`src/rtl/smpq_pkg.sv`:
```
// Shared types and codes for the stable minimum priority queue.
// Command and status bundles passed between controller and datapath.
// No dependencies.
`timescale 1ns / 1ps
`default_nettype none

package smpq_pkg;

   // operation codes of the func field
   localparam logic FUNC_ENQUEUE = 1'b0;
   localparam logic FUNC_DEQUEUE = 1'b1;

   // controller to datapath commands
   typedef struct packed {
      logic accept;     // capture the request transaction and its flags
      logic pop;        // advance head pointer, decrement count
      logic rd_prev;    // read entry just below the insertion cursor
      logic shift;      // move the entry read up by one slot, step cursor down
      logic place;      // write the new entry at the cursor, increment count
      logic rd_head;    // read the entry at the head pointer
      logic load_head;  // refresh the head register from read data
      logic load_rsp;   // load the result register
   } cmd_type;

   // datapath to controller status
   typedef struct packed {
      logic full;
      logic empty;
      logic cursor_zero;
      logic greater;    // entry read has a strictly larger priority
      logic rsp_free;   // result register can take a new transaction
   } status_type;

endpackage

`default_nettype wire

```
`src/rtl/smpq_if.sv`:
```
// Valid/ready channel interfaces for request and response transactions.
// Depends on nothing; widths come from interface parameters.
`timescale 1ns / 1ps
`default_nettype none

interface smpq_req_if #(
   parameter int PRIO_W = 16,
   parameter int PAY_W  = 16
);
   logic              valid;
   logic              ready;
   logic              func;
   logic [PRIO_W-1:0] new_priority;
   logic [PAY_W-1:0]  new_payload;

   modport source (output valid, output func, output new_priority, output new_payload,
                   input ready);
   modport sink   (input valid, input func, input new_priority, input new_payload,
                   output ready);
endinterface

interface smpq_rsp_if #(
   parameter int PRIO_W = 16,
   parameter int PAY_W  = 16,
   parameter int CNT_W  = 5
);
   logic              valid;
   logic              ready;
   logic              popped_valid;
   logic [PAY_W-1:0]  popped_payload;
   logic              overflow;
   logic              head_valid;
   logic [PRIO_W-1:0] head_priority;
   logic [PAY_W-1:0]  head_payload;
   logic [CNT_W-1:0]  entry_count;

   modport source (output valid, output popped_valid, output popped_payload,
                   output overflow, output head_valid, output head_priority,
                   output head_payload, output entry_count, input ready);
   modport sink   (input valid, input popped_valid, input popped_payload,
                   input overflow, input head_valid, input head_priority,
                   input head_payload, input entry_count, output ready);
endinterface

`default_nettype wire

```
`src/rtl/smpq_ctrl.sv`:
```
// Controller state machine for the priority queue.
// Depends on smpq_pkg for command, status and operation codes.
`timescale 1ns / 1ps
`default_nettype none

module smpq_ctrl (
   input  wire logic                clock,
   input  wire logic                reset,
   input  wire logic                req_valid,
   input  wire logic                req_func,
   output logic                     req_ready,
   input  wire smpq_pkg::status_type status,
   output smpq_pkg::cmd_type        cmd
);

   typedef enum logic [2:0] {
      ST_IDLE,
      ST_CHECK,
      ST_COMPARE,
      ST_HEAD_RD,
      ST_HEAD_LD,
      ST_FINISH
   } state_type;

   state_type state_ff, state_in;
   logic      req_ready_ff;
   logic      accept;

   assign accept    = req_valid && req_ready_ff;
   assign req_ready = req_ready_ff;

   // next state and commands
   always_comb begin
      state_in = state_ff;
      cmd      = '0;
      case (state_ff)
         ST_IDLE: begin
            if (accept) begin
               cmd.accept = 1'b1;
               if (req_func == smpq_pkg::FUNC_DEQUEUE) begin
                  if (status.empty) begin
                     state_in = ST_FINISH;
                  end else begin
                     cmd.pop  = 1'b1;
                     state_in = ST_HEAD_RD;
                  end
               end else begin
                  state_in = status.full ? ST_FINISH : ST_CHECK;
               end
            end
         end
         ST_CHECK: begin
            if (status.cursor_zero) begin
               cmd.place = 1'b1;
               state_in  = ST_FINISH;
            end else begin
               cmd.rd_prev = 1'b1;
               state_in    = ST_COMPARE;
            end
         end
         ST_COMPARE: begin
            if (status.greater) begin
               cmd.shift = 1'b1;
               state_in  = ST_CHECK;
            end else begin
               cmd.place = 1'b1;
               state_in  = ST_FINISH;
            end
         end
         ST_HEAD_RD: begin
            cmd.rd_head = 1'b1;
            state_in    = ST_HEAD_LD;
         end
         ST_HEAD_LD: begin
            cmd.load_head = 1'b1;
            state_in      = ST_FINISH;
         end
         ST_FINISH: begin
            if (status.rsp_free) begin
               cmd.load_rsp = 1'b1;
               state_in     = ST_IDLE;
            end
         end
         default: begin
            state_in = ST_IDLE;
         end
      endcase
   end

   // hold state and the registered ready
   always_ff @(posedge clock) begin
      if (reset) begin
         state_ff     <= ST_IDLE;
         req_ready_ff <= 1'b1;
      end else begin
         state_ff     <= state_in;
         req_ready_ff <= (state_in == ST_IDLE);
      end
   end

endmodule

`default_nettype wire

```
`src/rtl/smpq_dpath.sv`:
```
// Datapath: circular entry memory, head/count/cursor registers, result register.
// Depends on smpq_pkg for command and status bundles.
`timescale 1ns / 1ps
`default_nettype none

module smpq_dpath #(
   parameter int CAPACITY      = 16,
   parameter int PRIORITY_BITS = 16,
   parameter int PAYLOAD_BITS  = 16,
   parameter int CNT_W         = 5
) (
   input  wire logic                     clock,
   input  wire logic                     reset,
   input  wire smpq_pkg::cmd_type        cmd,
   output smpq_pkg::status_type          status,
   input  wire logic                     req_func,
   input  wire logic [PRIORITY_BITS-1:0] req_priority,
   input  wire logic [PAYLOAD_BITS-1:0]  req_payload,
   input  wire logic                     rsp_ready,
   output logic                          rsp_valid,
   output logic                          rsp_popped_valid,
   output logic [PAYLOAD_BITS-1:0]       rsp_popped_payload,
   output logic                          rsp_overflow,
   output logic                          rsp_head_valid,
   output logic [PRIORITY_BITS-1:0]      rsp_head_priority,
   output logic [PAYLOAD_BITS-1:0]       rsp_head_payload,
   output logic [CNT_W-1:0]              rsp_entry_count
);

   localparam int AW = (CAPACITY > 1) ? $clog2(CAPACITY) : 1;
   localparam int SW = CNT_W + 1;
   localparam int EW = PRIORITY_BITS + PAYLOAD_BITS;

   // entry storage, priority in the upper bits
   logic [EW-1:0] mem [CAPACITY];
   logic [EW-1:0] rd_data_ff;

   logic [CNT_W-1:0]         count_ff;
   logic [AW-1:0]            head_ptr_ff;
   logic [CNT_W-1:0]         cursor_ff;
   logic [EW-1:0]            head_ff;
   logic [PRIORITY_BITS-1:0] new_prio_ff;
   logic [PAYLOAD_BITS-1:0]  new_pay_ff;
   logic                     pop_flag_ff;
   logic                     ovf_flag_ff;
   logic [PAYLOAD_BITS-1:0]  pop_pay_ff;

   logic                     rsp_valid_ff;
   logic                     rsp_popped_valid_ff;
   logic [PAYLOAD_BITS-1:0]  rsp_popped_payload_ff;
   logic                     rsp_overflow_ff;
   logic                     rsp_head_valid_ff;
   logic [PRIORITY_BITS-1:0] rsp_head_priority_ff;
   logic [PAYLOAD_BITS-1:0]  rsp_head_payload_ff;
   logic [CNT_W-1:0]         rsp_entry_count_ff;

   logic [AW-1:0] rd_addr;
   logic [AW-1:0] wr_addr;
   logic [EW-1:0] wr_data;
   logic          mem_we;
   logic [AW-1:0] head_next;
   logic          full;
   logic          empty;
   logic          is_dequeue;

   // map a logical offset from the head onto a memory slot
   function automatic logic [AW-1:0] to_phys(input logic [AW-1:0] base,
                                              input logic [CNT_W-1:0] ofs);
      logic [SW-1:0] sum;
      sum = SW'(base) + SW'(ofs);
      if (sum >= SW'(CAPACITY)) begin
         sum = sum - SW'(CAPACITY);
      end
      return sum[AW-1:0];
   endfunction

   assign full       = (count_ff == CNT_W'(CAPACITY));
   assign empty      = (count_ff == '0);
   assign is_dequeue = (req_func == smpq_pkg::FUNC_DEQUEUE);

   assign status.full        = full;
   assign status.empty       = empty;
   assign status.cursor_zero = (cursor_ff == '0);
   assign status.greater     = (rd_data_ff[EW-1:PAYLOAD_BITS] > new_prio_ff);
   assign status.rsp_free    = !rsp_valid_ff || rsp_ready;

   // memory addressing
   assign rd_addr   = cmd.rd_prev ? to_phys(head_ptr_ff, cursor_ff - CNT_W'(1)) : head_ptr_ff;
   assign wr_addr   = to_phys(head_ptr_ff, cursor_ff);
   assign mem_we    = cmd.shift || cmd.place;
   assign wr_data   = cmd.shift ? rd_data_ff : {new_prio_ff, new_pay_ff};
   assign head_next = (head_ptr_ff == AW'(CAPACITY - 1)) ? '0 : head_ptr_ff + AW'(1);

   // entry memory, one write and one registered read per cycle
   always_ff @(posedge clock) begin
      if (mem_we) begin
         mem[wr_addr] <= wr_data;
      end
      if (cmd.rd_prev || cmd.rd_head) begin
         rd_data_ff <= mem[rd_addr];
      end
   end

   // control registers: count, head pointer, cursor
   always_ff @(posedge clock) begin
      if (reset) begin
         count_ff    <= '0;
         head_ptr_ff <= '0;
         cursor_ff   <= '0;
      end else begin
         if (cmd.place) begin
            count_ff <= count_ff + CNT_W'(1);
         end else if (cmd.pop) begin
            count_ff <= count_ff - CNT_W'(1);
         end
         if (cmd.pop) begin
            head_ptr_ff <= head_next;
         end
         if (cmd.accept) begin
            cursor_ff <= count_ff;
         end else if (cmd.shift) begin
            cursor_ff <= cursor_ff - CNT_W'(1);
         end
      end
   end

   // capture the transaction and keep a copy of the head entry
   always_ff @(posedge clock) begin
      if (cmd.accept) begin
         new_prio_ff <= req_priority;
         new_pay_ff  <= req_payload;
         pop_flag_ff <= is_dequeue && !empty;
         ovf_flag_ff <= !is_dequeue && full;
         pop_pay_ff  <= (is_dequeue && !empty) ? head_ff[PAYLOAD_BITS-1:0] : '0;
      end
      if (cmd.place && (cursor_ff == '0)) begin
         head_ff <= {new_prio_ff, new_pay_ff};
      end else if (cmd.load_head) begin
         head_ff <= rd_data_ff;
      end
   end

   // result register: load when free, drop valid once taken
   always_ff @(posedge clock) begin
      if (reset) begin
         rsp_valid_ff <= 1'b0;
      end else if (cmd.load_rsp) begin
         rsp_valid_ff <= 1'b1;
      end else if (rsp_ready) begin
         rsp_valid_ff <= 1'b0;
      end
   end

   always_ff @(posedge clock) begin
      if (cmd.load_rsp) begin
         rsp_popped_valid_ff   <= pop_flag_ff;
         rsp_popped_payload_ff <= pop_pay_ff;
         rsp_overflow_ff       <= ovf_flag_ff;
         rsp_head_valid_ff     <= !empty;
         rsp_head_priority_ff  <= empty ? '0 : head_ff[EW-1:PAYLOAD_BITS];
         rsp_head_payload_ff   <= empty ? '0 : head_ff[PAYLOAD_BITS-1:0];
         rsp_entry_count_ff    <= count_ff;
      end
   end

   assign rsp_valid          = rsp_valid_ff;
   assign rsp_popped_valid   = rsp_popped_valid_ff;
   assign rsp_popped_payload = rsp_popped_payload_ff;
   assign rsp_overflow       = rsp_overflow_ff;
   assign rsp_head_valid     = rsp_head_valid_ff;
   assign rsp_head_priority  = rsp_head_priority_ff;
   assign rsp_head_payload   = rsp_head_payload_ff;
   assign rsp_entry_count    = rsp_entry_count_ff;

endmodule

`default_nettype wire

```
`src/rtl/stable_min_priority_queue_core.sv`:
```
// An enqueue walks down through the entries it moves; a dequeue reads and loads the new head;
// a dropped enqueue or an empty dequeue goes straight to the result.
// One transaction is handled at a time; the insertion walk (one memory read, then one
// compare-and-move, per entry moved) sets the insert time. The next request can be taken in
// the cycle after the result is loaded, even while that result still waits.
// Reset (synchronous) empties the queue at once; the entry memory is not cleared.
`timescale 1ns / 1ps
`default_nettype none

module stable_min_priority_queue_core #(
   parameter int CAPACITY      = 16,
   parameter int PRIORITY_BITS = 16,
   parameter int PAYLOAD_BITS  = 16
) (
   input wire logic  clock,
   input wire logic  reset,
   smpq_req_if.sink   req_ch,
   smpq_rsp_if.source rsp_ch
);

   localparam int CNT_W = $clog2(CAPACITY + 1);

   smpq_pkg::cmd_type    cmd;
   smpq_pkg::status_type status;

   // sequencing
   smpq_ctrl u_ctrl (
      .clock     (clock),
      .reset     (reset),
      .req_valid (req_ch.valid),
      .req_func  (req_ch.func),
      .req_ready (req_ch.ready),
      .status    (status),
      .cmd       (cmd)
   );

   // storage and result register
   smpq_dpath #(
      .CAPACITY      (CAPACITY),
      .PRIORITY_BITS (PRIORITY_BITS),
      .PAYLOAD_BITS  (PAYLOAD_BITS),
      .CNT_W         (CNT_W)
   ) u_dpath (
      .clock              (clock),
      .reset              (reset),
      .cmd                (cmd),
      .status             (status),
      .req_func           (req_ch.func),
      .req_priority       (req_ch.new_priority),
      .req_payload        (req_ch.new_payload),
      .rsp_ready          (rsp_ch.ready),
      .rsp_valid          (rsp_ch.valid),
      .rsp_popped_valid   (rsp_ch.popped_valid),
      .rsp_popped_payload (rsp_ch.popped_payload),
      .rsp_overflow       (rsp_ch.overflow),
      .rsp_head_valid     (rsp_ch.head_valid),
      .rsp_head_priority  (rsp_ch.head_priority),
      .rsp_head_payload   (rsp_ch.head_payload),
      .rsp_entry_count    (rsp_ch.entry_count)
   );

endmodule

`default_nettype wire

```
`src/flat_wrapper.sv`:
```
// flat-port wrapper written by rule: the top's interface ports become plain ports
module stable_min_priority_queue_core_flat 
#(
   parameter int CAPACITY      = 16,
   parameter int PRIORITY_BITS = 16,
   parameter int PAYLOAD_BITS  = 16
)
  (clock, reset, req_ch_valid, req_ch_func, req_ch_new_priority, req_ch_new_payload, req_ch_ready, rsp_ch_valid, rsp_ch_popped_valid, rsp_ch_popped_payload, rsp_ch_overflow, rsp_ch_head_valid, rsp_ch_head_priority, rsp_ch_head_payload, rsp_ch_entry_count, rsp_ch_ready);
  smpq_req_if #(.PRIO_W((16)), .PAY_W((16))) req_ch_i ();
  smpq_rsp_if #(.PRIO_W((16)), .PAY_W((16)), .CNT_W((5))) rsp_ch_i ();
  input wire logic clock;
  input wire logic reset;
  input wire logic [$bits(req_ch_i.valid)-1:0] req_ch_valid;
  input wire logic [$bits(req_ch_i.func)-1:0] req_ch_func;
  input wire logic [$bits(req_ch_i.new_priority)-1:0] req_ch_new_priority;
  input wire logic [$bits(req_ch_i.new_payload)-1:0] req_ch_new_payload;
  output wire logic [$bits(req_ch_i.ready)-1:0] req_ch_ready;
  output wire logic [$bits(rsp_ch_i.valid)-1:0] rsp_ch_valid;
  output wire logic [$bits(rsp_ch_i.popped_valid)-1:0] rsp_ch_popped_valid;
  output wire logic [$bits(rsp_ch_i.popped_payload)-1:0] rsp_ch_popped_payload;
  output wire logic [$bits(rsp_ch_i.overflow)-1:0] rsp_ch_overflow;
  output wire logic [$bits(rsp_ch_i.head_valid)-1:0] rsp_ch_head_valid;
  output wire logic [$bits(rsp_ch_i.head_priority)-1:0] rsp_ch_head_priority;
  output wire logic [$bits(rsp_ch_i.head_payload)-1:0] rsp_ch_head_payload;
  output wire logic [$bits(rsp_ch_i.entry_count)-1:0] rsp_ch_entry_count;
  input wire logic [$bits(rsp_ch_i.ready)-1:0] rsp_ch_ready;
  assign req_ch_i.valid = req_ch_valid;
  assign req_ch_i.func = req_ch_func;
  assign req_ch_i.new_priority = req_ch_new_priority;
  assign req_ch_i.new_payload = req_ch_new_payload;
  assign req_ch_ready = req_ch_i.ready;
  assign rsp_ch_valid = rsp_ch_i.valid;
  assign rsp_ch_popped_valid = rsp_ch_i.popped_valid;
  assign rsp_ch_popped_payload = rsp_ch_i.popped_payload;
  assign rsp_ch_overflow = rsp_ch_i.overflow;
  assign rsp_ch_head_valid = rsp_ch_i.head_valid;
  assign rsp_ch_head_priority = rsp_ch_i.head_priority;
  assign rsp_ch_head_payload = rsp_ch_i.head_payload;
  assign rsp_ch_entry_count = rsp_ch_i.entry_count;
  assign rsp_ch_i.ready = rsp_ch_ready;
  stable_min_priority_queue_core #(.CAPACITY(CAPACITY), .PRIORITY_BITS(PRIORITY_BITS), .PAYLOAD_BITS(PAYLOAD_BITS)) u_core (.clock(clock), .reset(reset), .req_ch(req_ch_i), .rsp_ch(rsp_ch_i));
endmodule
```
`config.mk`:
```
export PLATFORM = sky130hd
export DESIGN_NAME = stable_min_priority_queue_core_flat
export DESIGN_NICKNAME = d
export VERILOG_FILES = /design/src/rtl/smpq_pkg.sv /design/src/rtl/smpq_if.sv /design/src/rtl/smpq_ctrl.sv /design/src/rtl/smpq_dpath.sv /design/src/rtl/stable_min_priority_queue_core.sv /design/src/flat_wrapper.sv
export SDC_FILE = /design/constraint.sdc
export NUM_CORES = 1
export LEC_CHECK = 0
export BUFFER_PORTS_ARGS = -buffer_cell sky130_fd_sc_hd__buf_2
export CORE_MARGIN = 5
export CORE_UTILIZATION = 45
export CTS_CLUSTER_SIZE = 28
export DETAILED_ROUTE_END_ITERATION = 12
export PLACE_DENSITY = 0.59
export SLEW_MARGIN = 0
export SYNTH_ARGS = -nofsm -noshare
export SYNTH_HDL_FRONTEND = slang
export SYNTH_SLANG_ARGS = --single-unit
```
`constraint.sdc`:
```
create_clock -name clock -period 4.85 [get_ports clock]
set_clock_uncertainty 0.2 [all_clocks]
set_input_delay 0.97 -clock clock [delete_from_list [all_inputs] [get_ports clock]]
set_output_delay 0.97 -clock clock [all_outputs]
set_load 0.01 [all_outputs]
```
# Yosys cells after proc, flatten, opt, wreduce, memory -nomap -nowiden
# Memory sizes are Yosys's and may differ from the RTL's. A register that Yosys moved wholly into a read port is not among the register bits.
# Index checks and enable logic that the tools add are counted.
# classes
add_sub_neg	8
magnitude_cmp	3
n_eq_ne	7
n_mux	38
reduce_logical	18
# op_table
op	n
$mux W32	3
$mux W3	7
$mux W5	4
$pmux W3 S6	1
$gt A16 B16 Y1	1
$mux W1	16
$mux W4	4
$add A4 B5 Y6	2
$ge A6 B5 Y1 const B	2
$logic_not A5 Y1	2
$sub A5 B1 Y5 const B	2
$reduce_bool A2 Y1	4
$sub A4 B1 Y4 const B	2
$eq A3 B2 Y1 const B	2
$eq A3 B3 Y1 const B	2
$logic_not A3 Y1	2
$add A5 B1 Y5 const B	1
$eq A5 B5 Y1 const B	1
$add A4 B1 Y4 const B	1
$eq A4 B4 Y1 const B	1
$logic_and A1 B1 Y1	4
$mux W2	2
$eq A3 B1 Y1 const B	1
$logic_not A1 Y1	3
other kinds (2)	4
# word_totals
regBits	157
ram_bits	512
output_inout_bits	58
n_memories	1
# memory_table
memory	depth	word_bits	read_ports	rd_ports_with_merged_regs	wr	line_no	rtl
u_core.u_dpath.mem	16	32	1	1	1	smpq_dpath.sv:35	logic [EW-1:0] mem [CAPACITY];

# Depth between registers and ports, before layout
# Gate-level depths: netlist of the first run.
# logic_depth
word_depth	7
mapped_depth	14
mapped_depth_nobuf	14

# By module
# Synthesis of the first run repeated with hierarchy kept, for this count alone.
# hier_totals
cells_unflattened	1938
area_unflattened_um2	28437.3
# modules_own_cells
module	n_inst	cells_per_inst	area_each_um2	seq_area_each_um2
smpq_dpath	1	1901	28123.2	20779.9
smpq_ctrl	1	37	314.1	80.1

# Least setup slack after synthesis of the first run
# OpenSTA, ideal clock, no wires.
# synth_timing
path_kind	input to register
start	input port req_ch_valid
end	register u_core.u_ctrl.req_ready_ff, in the netlist u_core.u_ctrl.req_ready
arrival_ns	3.818
t_required_ns	4.534
slack_ns	0.716
stages	7
n_path_buf	2
cell_sequence	nand2_1 -> or4_1 -> clkbuf_1 -> inv_2 -> clkbuf_1 -> a221oi_1 -> a31o_1
# synth_via
elab_chain_len	4
# synth_rtl
item	line_no	rtl
from (decl)	flat_wrapper.sv:13	input wire logic [$bits(req_ch_i.valid)-1:0] req_ch_valid;
$logic_and A1 B1 Y1	smpq_ctrl.sv:29	assign accept = req_valid && req_ready_ff;
$mux W3	smpq_ctrl.sv:38	if (accept) begin
$pmux W3 S6	smpq_ctrl.sv:36	case (state_ff)
$logic_not A3 Y1	smpq_ctrl.sv:97	req_ready_ff <= (state_in == ST_IDLE);
to (signal assigned)	smpq_ctrl.sv:97	
to (decl)	smpq_ctrl.sv:26	logic req_ready_ff;
# Every way passes these cells.
# A chain may end at the register's enable or synchronous reset.

# Worst setup path in the final report of the first run
# layout_timing
start	register u_core.u_dpath.new_prio_ff[15]
end	memory u_core.u_dpath.mem[4][16] (netlist name), data pin
# layout_via
elab_chain_len	4
# layout_rtl
item	line_no	rtl
from (decl)	smpq_dpath.sv:42	logic [PRIORITY_BITS-1:0] new_prio_ff;
from (signal assigned)	smpq_dpath.sv:130	new_prio_ff <= req_priority;
$gt A16 B16 Y1	smpq_dpath.sv:84	assign status.greater = (rd_data_ff[EW-1:PAYLOAD_BITS] > new_prio_ff);
$mux W1	smpq_ctrl.sv:62	if (status.greater) begin
$mux W1	smpq_ctrl.sv:36	
$mux W32	smpq_dpath.sv:91	assign wr_data = cmd.shift ? rd_data_ff : {new_prio_ff, new_pay_ff};
named net u_core.u_dpath.wr_data[16]	smpq_dpath.sv:59	logic [EW-1:0] wr_data;
to (decl)	smpq_dpath.sv:35	
# The timed path passes the listed nets, and every way through them passes these cells.

==> results of run 1 <==
-- registers in the layout (all words and copies together) (netlist names), 3 cells and up --
signal / cells
u_core.u_dpath.mem: 512
u_core.u_dpath.head_ff: 32
u_core.u_dpath.rd_data_ff: 32
u_core.u_dpath.new_pay_ff: 16
u_core.u_dpath.new_prio_ff: 16
u_core.u_dpath.pop_pay_ff: 16
u_core.u_dpath.rsp_head_payload: 16
u_core.u_dpath.rsp_head_priority: 16
u_core.u_dpath.rsp_popped_payload: 16
u_core.u_dpath.count_ff: 5
u_core.u_dpath.cursor_ff: 5
u_core.u_dpath.rsp_entry_count: 5
u_core.u_dpath.head_ptr_ff: 4
u_core.u_ctrl.state_ff: 3
-- worst max path at each step --
| stage | to | slack (ns) | cells after the start |
|---|---|---|---|
| 2_1_floorplan | u_core.u_ctrl.req_ready | 0.72 | 7 |
| 3_3_place_gp | u_core.u_dpath.mem[12][16] | 0.91 | 9 |
| 3_5_place_dp | u_core.u_dpath.mem[12][16] | 0.71 | 9 |
| 4_1_cts | u_core.u_dpath.mem[0][16] | 0.67 | 9 |
| 5_1_grt | u_core.u_dpath.mem[6][16] | 0.21 | 9 |
| 6_report | u_core.u_dpath.mem[4][16] | 0.61 | 9 |
-- cells in the mapped netlist (all sizes together) (19+ instances only) --
cell    count  area [sq um]
clkbuf     25         93.84
a22oi      64         480.5
a21oi      22         110.1
nor2       29         108.9
mux2       63         709.4
buf        40         260.3
inv        28         105.1
and2       33         206.5
edfxtp    682         20480
nand2      55         206.5
mux4      128          2883
dfxtp      19         380.4
ha         27         337.8
-- cell type report --
class                           instances  area [sq um]  area share, %
Tap cell                              782         978.4          3.095
Multi-Input combinational cell        559          6281          19.87
Clock inverter                         35         349.1          1.104
Timing Repair Buffer                  138          1076          3.404
Inverter                               28         105.1         0.3325
Clock buffer                           92          1962          6.206
Sequential cell                       701         20860          65.99
-- cell usage in the layout, fill, tap and decap left out, types with 12 or more instances in the layout --
| master | n |
|---|---|
| mux2_1 | 63 |
| inv_1 | 26 |
| dfxtp_1 | 19 |
| buf_2 | 94 |
| and2_1 | 33 |
| nor2_1 | 12 |
| nand2_1 | 54 |
| a22oi_1 | 64 |
| edfxtp_1 | 682 |
| nand3_1 | 13 |
| clkbuf_16 | 76 |
| a21oi_1 | 22 |
| mux4_2 | 128 |
| ha_1 | 27 |
| nor2_4 | 17 |
| and3_1 | 17 |
| buf_4 | 22 |
| clkinv_1 | 13 |
| buf_12 | 22 |
| clkbuf_1 | 16 |
-- routing by layer --
metal,up-vias,share of wire [%]
met5,-,0
met2,424,48
met3,77,5.9
li1,5824,-
met4,0,1.6
met1,7118,44
-- kinds of logic after synthesis --
family / Yosys count / synth area share [%]
AO/OA/AOI/OAI: 116 / 2.982
flip-flops: 701 / 76.14
multiplexers: 194 / 13.22
buffers and inverters: 93 / 1.676
XOR/XNOR: 15 / 0.4795
adder cells (fa/ha/maj): 30 / 1.452
AND/OR/NAND/NOR: 204 / 4.051
-- critical path: cells and delay by family, from the launching register on --
family / cells / cell delay, ns
compound gates: 2 / 1.02
simple gates: 4 / 1.49
flops: 1 / 0.48
fa+ha+maj: 1 / 0.29
buf+inv: 2 / 0.41
-- power by group through the flow --
| stage | Combinational (mW) | Clock (mW) | Sequential [mW] |
|---|---|---|---|
| CTS | 4.61 | 5.54 | 8.28 |
| finish | 4.53 | 5.42 | 8.28 |
| floorplan | 3.19 | 0 | 8.25 |
| global placement | 4.52 | 0 | 8.38 |
| global route | 4.97 | 5.80 | 8.33 |
| detailed placement | 4.59 | 0 | 8.41 |
==> out/metrics.csv, run 1 <==
stage;metric;value;unit
place;hpwlAfterDp;35510;microns
detailed_routing;drtIter0Drc;1370;
timing;maxSlewHeadroom;31.03;%
setup_path;r2r_setup_slack;0.61;ns
timing;setup_viol;0;
floorplan;pin_count;95;
floorplan;core;60360;sq um
cts;cts_buffers;74;
place;placed_area;29300;sq um
floorplan;start_util;45.39;%
setup_path;timing.rr.end;u_core.u_dpath.mem[4][16];
yosys;yosys_most_used_dff;edfxtp_1;
cts;h-tree-depth;3;
cells_and_area;post-route-util;52.37;%
timing;hold_viol;0;
yosys;syn_area;27400;sq um
setup_path;cp-start-kind;flip-flop;
detailed_routing;vias;13440;
setup_path;crit_chain;inv_1 > ha_1 > nand4_1 > nor4_1 > a21boi_1 > nand4b_1 > nand2_2 > buf_4 > o21ai_1;
power;p_comb_share;24.8;%
cts;cts_resized;0;
detailed_routing;ant_nets;0;
cells_and_area;fin_area;31610;sq um
cells_and_area;area_delta_synth_final;15.38;%
detailed_routing;dr.pass1.iters;5;
place;dp_cells;2208;
power;p_total;18.23;mW
yosys;synth_nets;1420;
cells_and_area;fin_cells;2335;
floorplan;num_rows;90;
timing;whs;0.2170;ns
setup_path;cp.required;4.92;ns
setup_path;reg2reg_from;u_core.u_dpath.new_prio_ff[15];
global_routing;gr-total-overflow;0;
setup_path;cp_slowest_cell;o21ai_1;
timing;fmax;0.2360;GHz
place;pre_cts_slack;0.7145;ns
yosys;synthArstFlopShare;0;%
power;power.density;576.6;nW/um^2
cts;post_cts_buffers;0;
power;power.switching;5.293;mW
timing;report.final.slew_viol_count;0;
yosys;synth-edff-count;682;
yosys;yosysSeqAreaShare;76.14;%
yosys;yosysUniqueCellTypes;59;
global_routing;use_met2;30.48;%
cts;clock-sinks;701;
worst_hold_path;hold_path_depth;0;
global_routing;grt_pass1_vias;13780;
setup_path;critPathKind;reg -> reg;
yosys;ys_seq_elements;701;
cts;clockBufferDepth;3;
timing;timing.final.crit_share;87.36;%
global_routing;grt_max_degree;52;
timing;fin_setup_tns;0;ns
power;switching_share;29.04;%
cells_and_area;nFillCells;4705;
place;place_congestion;0.7583;
yosys;syn_area_per_cell;20.25;sq um
floorplan;fp.dieH;256.7;microns
worst_hold_path;whs_endpoint;u_core.u_dpath.rsp_popped_payload[1];
flow_run;drv_cap;0;
cells_and_area;antenna_cells;0;
global_routing;grt_use_total;19.06;%
global_routing;grt_pass1_wl;93070;microns
detailed_routing;drc;0;
status;outcome;finished, final reports clean;
place;port_buffers;94;
yosys;netlist_instances;1353;
cts;clkTransAtPathRegs;0.06;ns
setup_path;endpoint_kind;flip-flop;
cts;cts_tree;built;
timing;period_minus_slack;4.237;ns
global_routing;grtUsageMet3;3.601;%
worst_hold_path;worstHoldStart;u_core.u_dpath.pop_pay_ff[1];
global_routing;antenna_found_initial;2;
global_routing;grt-busiest-layer;met2;
power;seq_power_share;45.4;%
setup_path;crit_fanout;16;
cts;cts_hold_buffers;0;
setup_path;worstPathArrival;4.30;ns
floorplan;die_area;65920;sq um
cells_and_area;drive_gt1_share;25.43;%
timing;grt_setup_unrepaired;false;
floorplan;die_w;256.7;microns
setup_path;reg2reg_depth;9;
cts;worstSkewPairLatency;0.62;ns
worst_hold_path;hold_path_class;reg -> reg;
global_routing;use_met1;27.36;%
timing;setup_slack;0.6130;ns
power;vdd_drop_max;0.0002936;V
power;p_leak;10.60;nW
detailed_routing;wl_per_cell;27.07;microns
power;clock_power_share;29.7;%
setup_path;crit_start;u_core.u_dpath.new_prio_ff[15];
timing;worst_slew_pin_slew;1.035;ns
cells_and_area;nNetsFinal;1569;
setup_path;cpPeakStageDelay;0.79;ns
detailed_routing;drt_wl_total;63210;microns
power;intPower;12.93;mW
cts;cts_root_buf;clkbuf_16;
yosys;yosysWarnings;0;
detailed_routing;vias_per_cell;5.757;
Power figures use the tool's default switching activity.
==> run 2: changes to the inputs <==
==> constraint.sdc (replaced) <==
create_clock -name clock -period 4.85 [get_ports clock]
set_clock_uncertainty 0.2 [all_clocks]
set_input_delay 0.7275 -clock clock [delete_from_list [all_inputs] [get_ports clock]]
set_output_delay 0.7275 -clock clock [all_outputs]
set_load 0.01 [all_outputs]
==> run 2 against run 1 <==
Flip-flop and latch count unchanged. Largest cell class unchanged. Utilization about the same. Worst hold slack worse by 0.13 ns. Critical endpoint is now u_core.u_dpath.mem[1][16]. Critical path type unchanged.
==> out/metrics.csv, run 2 (same netlist as run 1, synthesis figures left out) <==
stage;metric;value;unit;change
cts;clockBufferDepth;3;;unchanged
place;dp_cells;2205;;-0.14%
timing;worst_slew_pin_slew;1.176;ns;+0.1413 ns
global_routing;grt_pass1_vias;13940;;+1.1%
power;vdd_drop_max;0.0003024;V;+3.0%
floorplan;die_area;65920;sq um;unchanged
power;power.switching;5.354;mW;+1.2%
power;p_comb_share;24.6;%;-0.2 points
global_routing;antenna_found_initial;1;;-1
cts;clock-sinks;701;;unchanged
detailed_routing;drtIter0Drc;1098;;-20%
worst_hold_path;hold_path_class;in -> reg;;
timing;report.final.slew_viol_count;0;;unchanged
cts;worstSkewPairLatency;0.62;ns;about the same
setup_path;cp.required;4.92;ns;about the same
setup_path;reg2reg_from;u_core.u_dpath.rd_data_ff[29];;
detailed_routing;vias;13470;;+0.23%
setup_path;critPathKind;reg -> reg;;
cells_and_area;final_cell_mix;edfxtp_1, mux4_2, buf_2;;
floorplan;fp.dieH;256.7;microns;unchanged
floorplan;pin_count;95;;unchanged
flow_run;drv_cap;0;;unchanged
timing;timing.final.crit_share;86.28;%;-1.1 points
power;clock_power_share;30.3;%;+0.6 points
cells_and_area;top_register;u_core.u_dpath.mem;;
cts;cts_root_buf;clkbuf_16;;
power;seq_power_share;45.1;%;-0.3 points
setup_path;endpoint_kind;flip-flop;;
floorplan;core;60360;sq um;unchanged
power;intPower;13.03;mW;+0.76%
global_routing;gr-total-overflow;0;;unchanged
detailed_routing;drt_wl_total;63790;microns;+0.93%
place;hpwlAfterDp;35730;microns;+0.60%
cts;cts_resized;0;;unchanged
cts;post_cts_buffers;0;;unchanged
timing;fin_setup_tns;0;ns;unchanged
power;p_leak;10.60;nW;about the same
cts;h-tree-depth;3;;unchanged
floorplan;start_util;45.39;%;unchanged
timing;grt_setup_unrepaired;false;;
floorplan;die_w;256.7;microns;unchanged
cells_and_area;area_delta_synth_final;15.41;%;about the same
cts;cts_tree;built;;
timing;period_minus_slack;4.185;ns;-0.05221 ns
timing;hold_viol;0;;unchanged
cts;clkTransAtPathRegs;0.06;ns;about the same
setup_path;r2r_setup_slack;0.67;ns;+0.05 ns
cts;cts_buffers;74;;unchanged
cells_and_area;largest_register_ffs;512;;unchanged
place;place_congestion;0.7664;;+1.1%
detailed_routing;wl_per_cell;27.26;microns;+0.71%
place;port_buffers;94;;unchanged
setup_path;cp-start-kind;flip-flop;;
setup_path;worstPathArrival;4.26;ns;-0.04 ns
detailed_routing;drc;0;;unchanged
cells_and_area;fin_cells;2340;;+0.21%
power;power.density;581.5;nW/um^2;+0.85%
detailed_routing;ant_nets;0;;unchanged
global_routing;grt_pass1_wl;93890;microns;+0.88%
setup_path;crit_fanout;16;;unchanged
global_routing;grt_max_degree;71;;+37%
cells_and_area;drive_gt1_share;25.42;%;about the same
status;outcome;finished, final reports clean;;
setup_path;crit_start;u_core.u_dpath.rd_data_ff[29];;
cells_and_area;nNetsFinal;1566;;-0.19%
cells_and_area;antenna_cells;0;;unchanged
worst_hold_path;worstHoldStart;req_ch_new_payload[0];;
timing;maxSlewHeadroom;21.53;%;-9.5 points
timing;fmax;0.2390;GHz;+1.2%
detailed_routing;vias_per_cell;5.758;;about the same
cts;cts_hold_buffers;0;;unchanged
timing;setup_viol;0;;unchanged
floorplan;num_rows;90;;unchanged
detailed_routing;dr.pass1.iters;5;;unchanged
power;switching_share;29.12;%;+0.082 points
cells_and_area;largest_registers;u_core.u_dpath.mem (512), u_core.u_dpath.head_ff (32), u_core.u_dpath.rd_data_ff (32);;
cells_and_area;final_common_cell;edfxtp_1;;
global_routing;grt_use_total;19.31;%;+0.25 points
[run 2: changes by cell type in the layout (fill, tap and decap cells not counted), moves of 2 or more]
cell       delta
clkinv_4      +2
clkinv_2      -2
clkbuf_1      +2
bufinv_16     +2
clkinv_1      +2
inv_6         +4
buf_12        -4
[run 2: path summary, 6_finish.rpt]
| check | to | cells after the start |
|---|---|---|
| setup / recovery | u_core.u_dpath.mem[1][16] | 8 |
| hold / removal | u_core.u_dpath.new_pay_ff[0] | 1 |
| setup reg to reg | u_core.u_dpath.mem[1][16] | 8 |
| hold reg to reg | u_core.u_dpath.rsp_popped_payload[8] | 0 |
[run 2: area by class of cell]
| class | instances | area [sq um] |
|---|---|---|
| fillers | 4757 | 28740 |
| flip-flops and latches | 701 | 20860 |
| multi-input cells | 559 | 6281 |
| clock buffers | 94 | 1969 |
| repair buffers | 135 | 1003 |
| well taps | 782 | 978.4 |
| clock inverters | 41 | 421.7 |
| inverters | 28 | 105.1 |
[run 2: metrics by stage]
stage               hold WS, ns  instance area, sq um  setup slack [ns]  power (mW)  utilization, %
floorplan                0.2003                 27400            0.8001       11.44               -
global placement         0.2032                 29230            0.9241       12.91           48.42
detailed placement       0.2045                 29230            0.7370       13.00           48.42
CTS                     0.04977                 31620            0.6983       18.59           52.39
global route            0.06301                 31620            0.3227       19.27           52.39
finish                  0.08630                 31620            0.6652       18.39           52.39
[run 2: power by group through the flow]
stage / logic (mW) / clock network, mW / registers, mW
2_1_floorplan: 3.19 / 0 / 8.25
3_3_place_gp: 4.51 / 0 / 8.40
3_5_place_dp: 4.58 / 0 / 8.42
4_1_cts: 4.60 / 5.69 / 8.30
5_1_grt: 4.94 / 5.97 / 8.36
6_report: 4.51 / 5.58 / 8.30
[run 2: layer usage]
layer,part of all wire [%],global-route usage (%),vias to the layer above
met2,48,31.10,450
met3,6.2,3.837,75
met4,1.8,5.160,0
li1,-,-,5828
met5,0,0,-
met1,44,27.36,7121
[run 2: worst max-delay path, stage by stage (launching register included)]
cell and delay, ns:
edfxtp_1 0.42, ha_1 0.33, nand4_1 0.26, nor4_1 0.53
a21boi_1 0.22, nand4b_1 0.37, nand2_2 0.40, buf_4 0.33
o21ai_1 0.78
==> run 3: changes to the inputs <==
--- a/config.mk
+++ b/config.mk
@@ -5,6 +5,7 @@
 export SDC_FILE = /design/constraint.sdc
 export NUM_CORES = 1
 export LEC_CHECK = 0
+export ABC_AREA = 1
 export BUFFER_PORTS_ARGS = -buffer_cell sky130_fd_sc_hd__buf_2
 export CORE_MARGIN = 5
 export CORE_UTILIZATION = 45
==> run 3 against run 2 <==
Combinational power rose by 16%. Flip-flop and latch count did not move. Total power increased by 2.1%. Utilization is 0.74 points lower. Critical path depth grew 4. Critical path type unchanged.
==> out/metrics.csv, run 3 <==
stage;metric;value;unit;change
status;outcome;finished, final reports clean;;
setup_path;cp.required;5.11;ns;+0.19 ns
place;place_congestion;0.8026;;+4.7%
place;port_buffers;94;;unchanged
global_routing;grt_pass1_wl;104100;microns;+11%
cts;cts_root_buf;clkbuf_16;;
yosys;netlist_instances;2185;;+61%
detailed_routing;drt_wl_total;70010;microns;+9.7%
power;p_comb_share;27.7;%;+3.1 points
setup_path;endpoint_kind;flip-flop;;
cells_and_area;largest_register_ffs;512;;unchanged
power;power.switching;6.183;mW;+15%
yosys;synth_nets;2252;;+59%
yosys;synth_common_cells;edfxtp_1, nand2_1, o211ai_1;;
yosys;yosys-top-cells-area;edfxtp_1, o211ai_1, nand2_1;;
timing;report.final.slew_viol_count;0;;unchanged
setup_path;r2r_setup_slack;0.82;ns;+0.15 ns
floorplan;fp.dieH;261.0;microns;+1.6%
floorplan;pin_count;95;;unchanged
timing;setup_slack;0.8170;ns;+0.1519 ns
yosys;syn_area_per_cell;12.97;sq um;-36%
detailed_routing;dr.pass1.iters;5;;unchanged
timing;fin_setup_tns;0;ns;unchanged
detailed_routing;vias;17650;;+31%
setup_path;timing.rr.end;u_core.u_dpath.rd_data_ff[14];;
timing;setup_viol;0;;unchanged
power;seq_power_share;43.8;%;-1.3 points
setup_path;crit_fanout;72;;+56
global_routing;grt_pass1_vias;16520;;+19%
timing;hold_viol;0;;unchanged
timing;timing.final.crit_share;83.15;%;-3.1 points
yosys;post-synth-top-count-cell;edfxtp_1;;
place;hpwlAfterDp;36320;microns;+1.7%
flow_run;drv_cap;0;;unchanged
timing;whs;0.09539;ns;+0.009083 ns
worst_hold_path;worstHoldStart;req_ch_new_payload[3];;
cells_and_area;antenna_cells;0;;unchanged
power;p_leak;11.65;nW;+9.9%
power;clock_power_share;28.4;%;-1.9 points
worst_hold_path;hold_path_depth;1;;unchanged
floorplan;num_rows;92;;+2.2%
detailed_routing;drc;0;;unchanged
yosys;yosysUniqueCellTypes;33;;-44%
worst_hold_path;whs_endpoint;u_core.u_dpath.new_pay_ff[3];;
global_routing;grt_max_degree;225;;+220%
setup_path;worstPathArrival;4.30;ns;+0.04 ns
floorplan;core;62740;sq um;+3.9%
global_routing;gr-total-overflow;0;;unchanged
cells_and_area;multiInputGateArea;6196;sq um;-1.4%
cts;clkTransAtPathRegs;0.06;ns;about the same
cts;clock-sinks;701;;unchanged
worst_hold_path;hold_path_class;in -> reg;;
cells_and_area;final_cell_mix;edfxtp_1, nand2_1, o211ai_1;;
yosys;yosys_most_used_dff;edfxtp_1;;
setup_path;critPathKind;reg -> reg;;
cts;cts_resized;0;;unchanged
floorplan;die_area;68090;sq um;+3.3%
cells_and_area;drive_gt1_share;12.51;%;-13 points
setup_path;reg2reg_from;u_core.u_dpath.cursor_ff[1];;
floorplan;die_w;261.0;microns;+1.6%
cts;post_cts_buffers;0;;unchanged
cts;cts_tree;built;;
timing;maxSlewHeadroom;23.91;%;+2.4 points
yosys;yosysSeqAreaShare;73.61;%;-2.5 points
cells_and_area;top_register;u_core.u_dpath.mem;;
cells_and_area;largest_registers;u_core.u_dpath.mem (512), u_core.u_dpath.head_ff (32), u_core.u_dpath.rd_data_ff (32);;
cts;worstSkewPairLatency;0.60;ns;-0.02 ns
cells_and_area;area_delta_synth_final;14.33;%;
timing;period_minus_slack;4.033;ns;-0.1519 ns
cells_and_area;nFillCells;5226;;+9.9%
floorplan;start_util;45.17;%;-0.22 points
cells_and_area;register_area;20860;sq um;unchanged
detailed_routing;vias_per_cell;5.522;;-4.1%
yosys;syn_area;28340;sq um;+3.4%
yosys;synth_top_area_share;72.26;%;-2.5 points
yosys;synth_top_cell_by_area;edfxtp_1;;
power;switching_share;32.95;%;+3.8 points
cts;clockBufferDepth;3;;unchanged
global_routing;antenna_found_initial;0;;-1
cts;h-tree-depth;3;;unchanged
yosys;yosysWarnings;0;;unchanged
cts;cts_hold_buffers;0;;unchanged
yosys;synthArstFlopShare;0;%;unchanged
setup_path;cp-start-kind;flip-flop;;
yosys;ys_seq_elements;701;;unchanged
cells_and_area;nNetsFinal;2365;;+51%
cells_and_area;post-route-util;51.65;%;-0.74 points
cells_and_area;final_common_cell;edfxtp_1;;
cts;cts_buffers;71;;-4.1%
yosys;synth-edff-count;682;;unchanged
setup_path;reg2reg_depth;12;;+4
power;power.density;579.2;nW/um^2;-0.40%
timing;grt_setup_unrepaired;false;;
power;intPower;12.58;mW;-3.4%
place;pre_cts_slack;0.9446;ns;+0.2076 ns
power;vdd_drop_max;0.0004025;V;+33%
timing;worst_slew_pin_slew;1.141;ns;-0.03441 ns
detailed_routing;wl_per_cell;21.90;microns;-20%
timing;fmax;0.2480;GHz;+3.8%
detailed_routing;ant_nets;0;;unchanged
global_routing;grt_use_total;20.26;%;+0.95 points
detailed_routing;drtIter0Drc;1709;;+56%
run 3: changes by cell type after synthesis, sizes merged, moves of 78 or more:
cell	change
nand3	+78
nor2	+154
nand2	+262
inv	+204
o211ai	+254
mux4	-128
o21ai	+194
run 3: power groups by stage:
stage	sequential, mW	combinational, mW	clock (mW)
floorplan	8.30	3.53	0
global placement	8.33	5.09	0
detailed placement	8.35	5.21	0
CTS	8.23	5.23	5.45
global route	8.27	5.80	5.72
finish	8.23	5.21	5.33
run 3: cells by family after synthesis:
| kind of cell | after synthesis | synth area share, % |
|---|---|---|
| flops | 701 | 73.61 |
| simple gates | 598 | 8.455 |
| compound gates | 491 | 11.09 |
| buf+inv | 355 | 5.130 |
| fa+ha+maj | 30 | 1.404 |
| xor+xnor | 10 | 0.3090 |
run 3: critical path, cell delays in order (launching register included):
cell and delay (ns):
dfxtp_1 0.42, inv_1 0.09, ha_1 0.27, inv_1 0.07, fa_1 0.50, inv_1 0.07
o21ai_4 0.16, buf_4 0.62, buf_4 0.78, o21ai_0 0.22, o211ai_1 0.25, nand3_1 0.11
nand2_1 0.09
run 3: stage by stage:
| step | instance area, sq um | power, mW | std cells |
|---|---|---|---|
| global placement | 30130 | 13.43 | 3071 |
| global route | 32400 | 19.79 | 3197 |
| CTS | 32400 | 18.90 | 3197 |
| finish | 32400 | 18.76 | 3197 |
| floorplan | 28340 | 11.83 | 2185 |
| detailed placement | 30130 | 13.56 | 3071 |
run 3: worst max-delay path by stage:
stage,startpoint,end,slack (ns),cells past startpoint
after global routing,u_core.u_dpath.cursor_ff[0],u_core.u_dpath.rd_data_ff[14],0.63,12
final,u_core.u_dpath.cursor_ff[1],u_core.u_dpath.rd_data_ff[14],0.82,12
after floorplan,rsp_ch_ready,u_core.u_dpath.rsp_entry_count[0],1.06,2
after CTS,u_core.u_dpath.cursor_ff[1],u_core.u_dpath.rd_data_ff[14],0.87,12
after detailed placement,u_core.u_dpath.cursor_ff[0],u_core.u_dpath.rd_data_ff[14],0.94,12
after global placement,u_core.u_dpath.cursor_ff[1],u_core.u_dpath.rd_data_ff[1],1.06,12
run 3: layer usage:
metal | track usage, % | vias up | share of wire (%)
met5 | 0 | - | 0
met4 | 5.988 | 0 | 2.2
met3 | 3.268 | 95 | 7.5
met2 | 31.81 | 649 | 46
met1 | 29.55 | 8817 | 44
li1 | - | 8093 | -
run 3: cell type report:
class                           count  area share, %
Clock inverter                     35         0.9500
Timing Repair Buffer              162          3.530
Sequential cell                   701          64.38
Tap cell                          846          3.267
Multi-Input combinational cell   1129          19.12
Clock buffer                       91          6.044
Inverter                          233          2.703
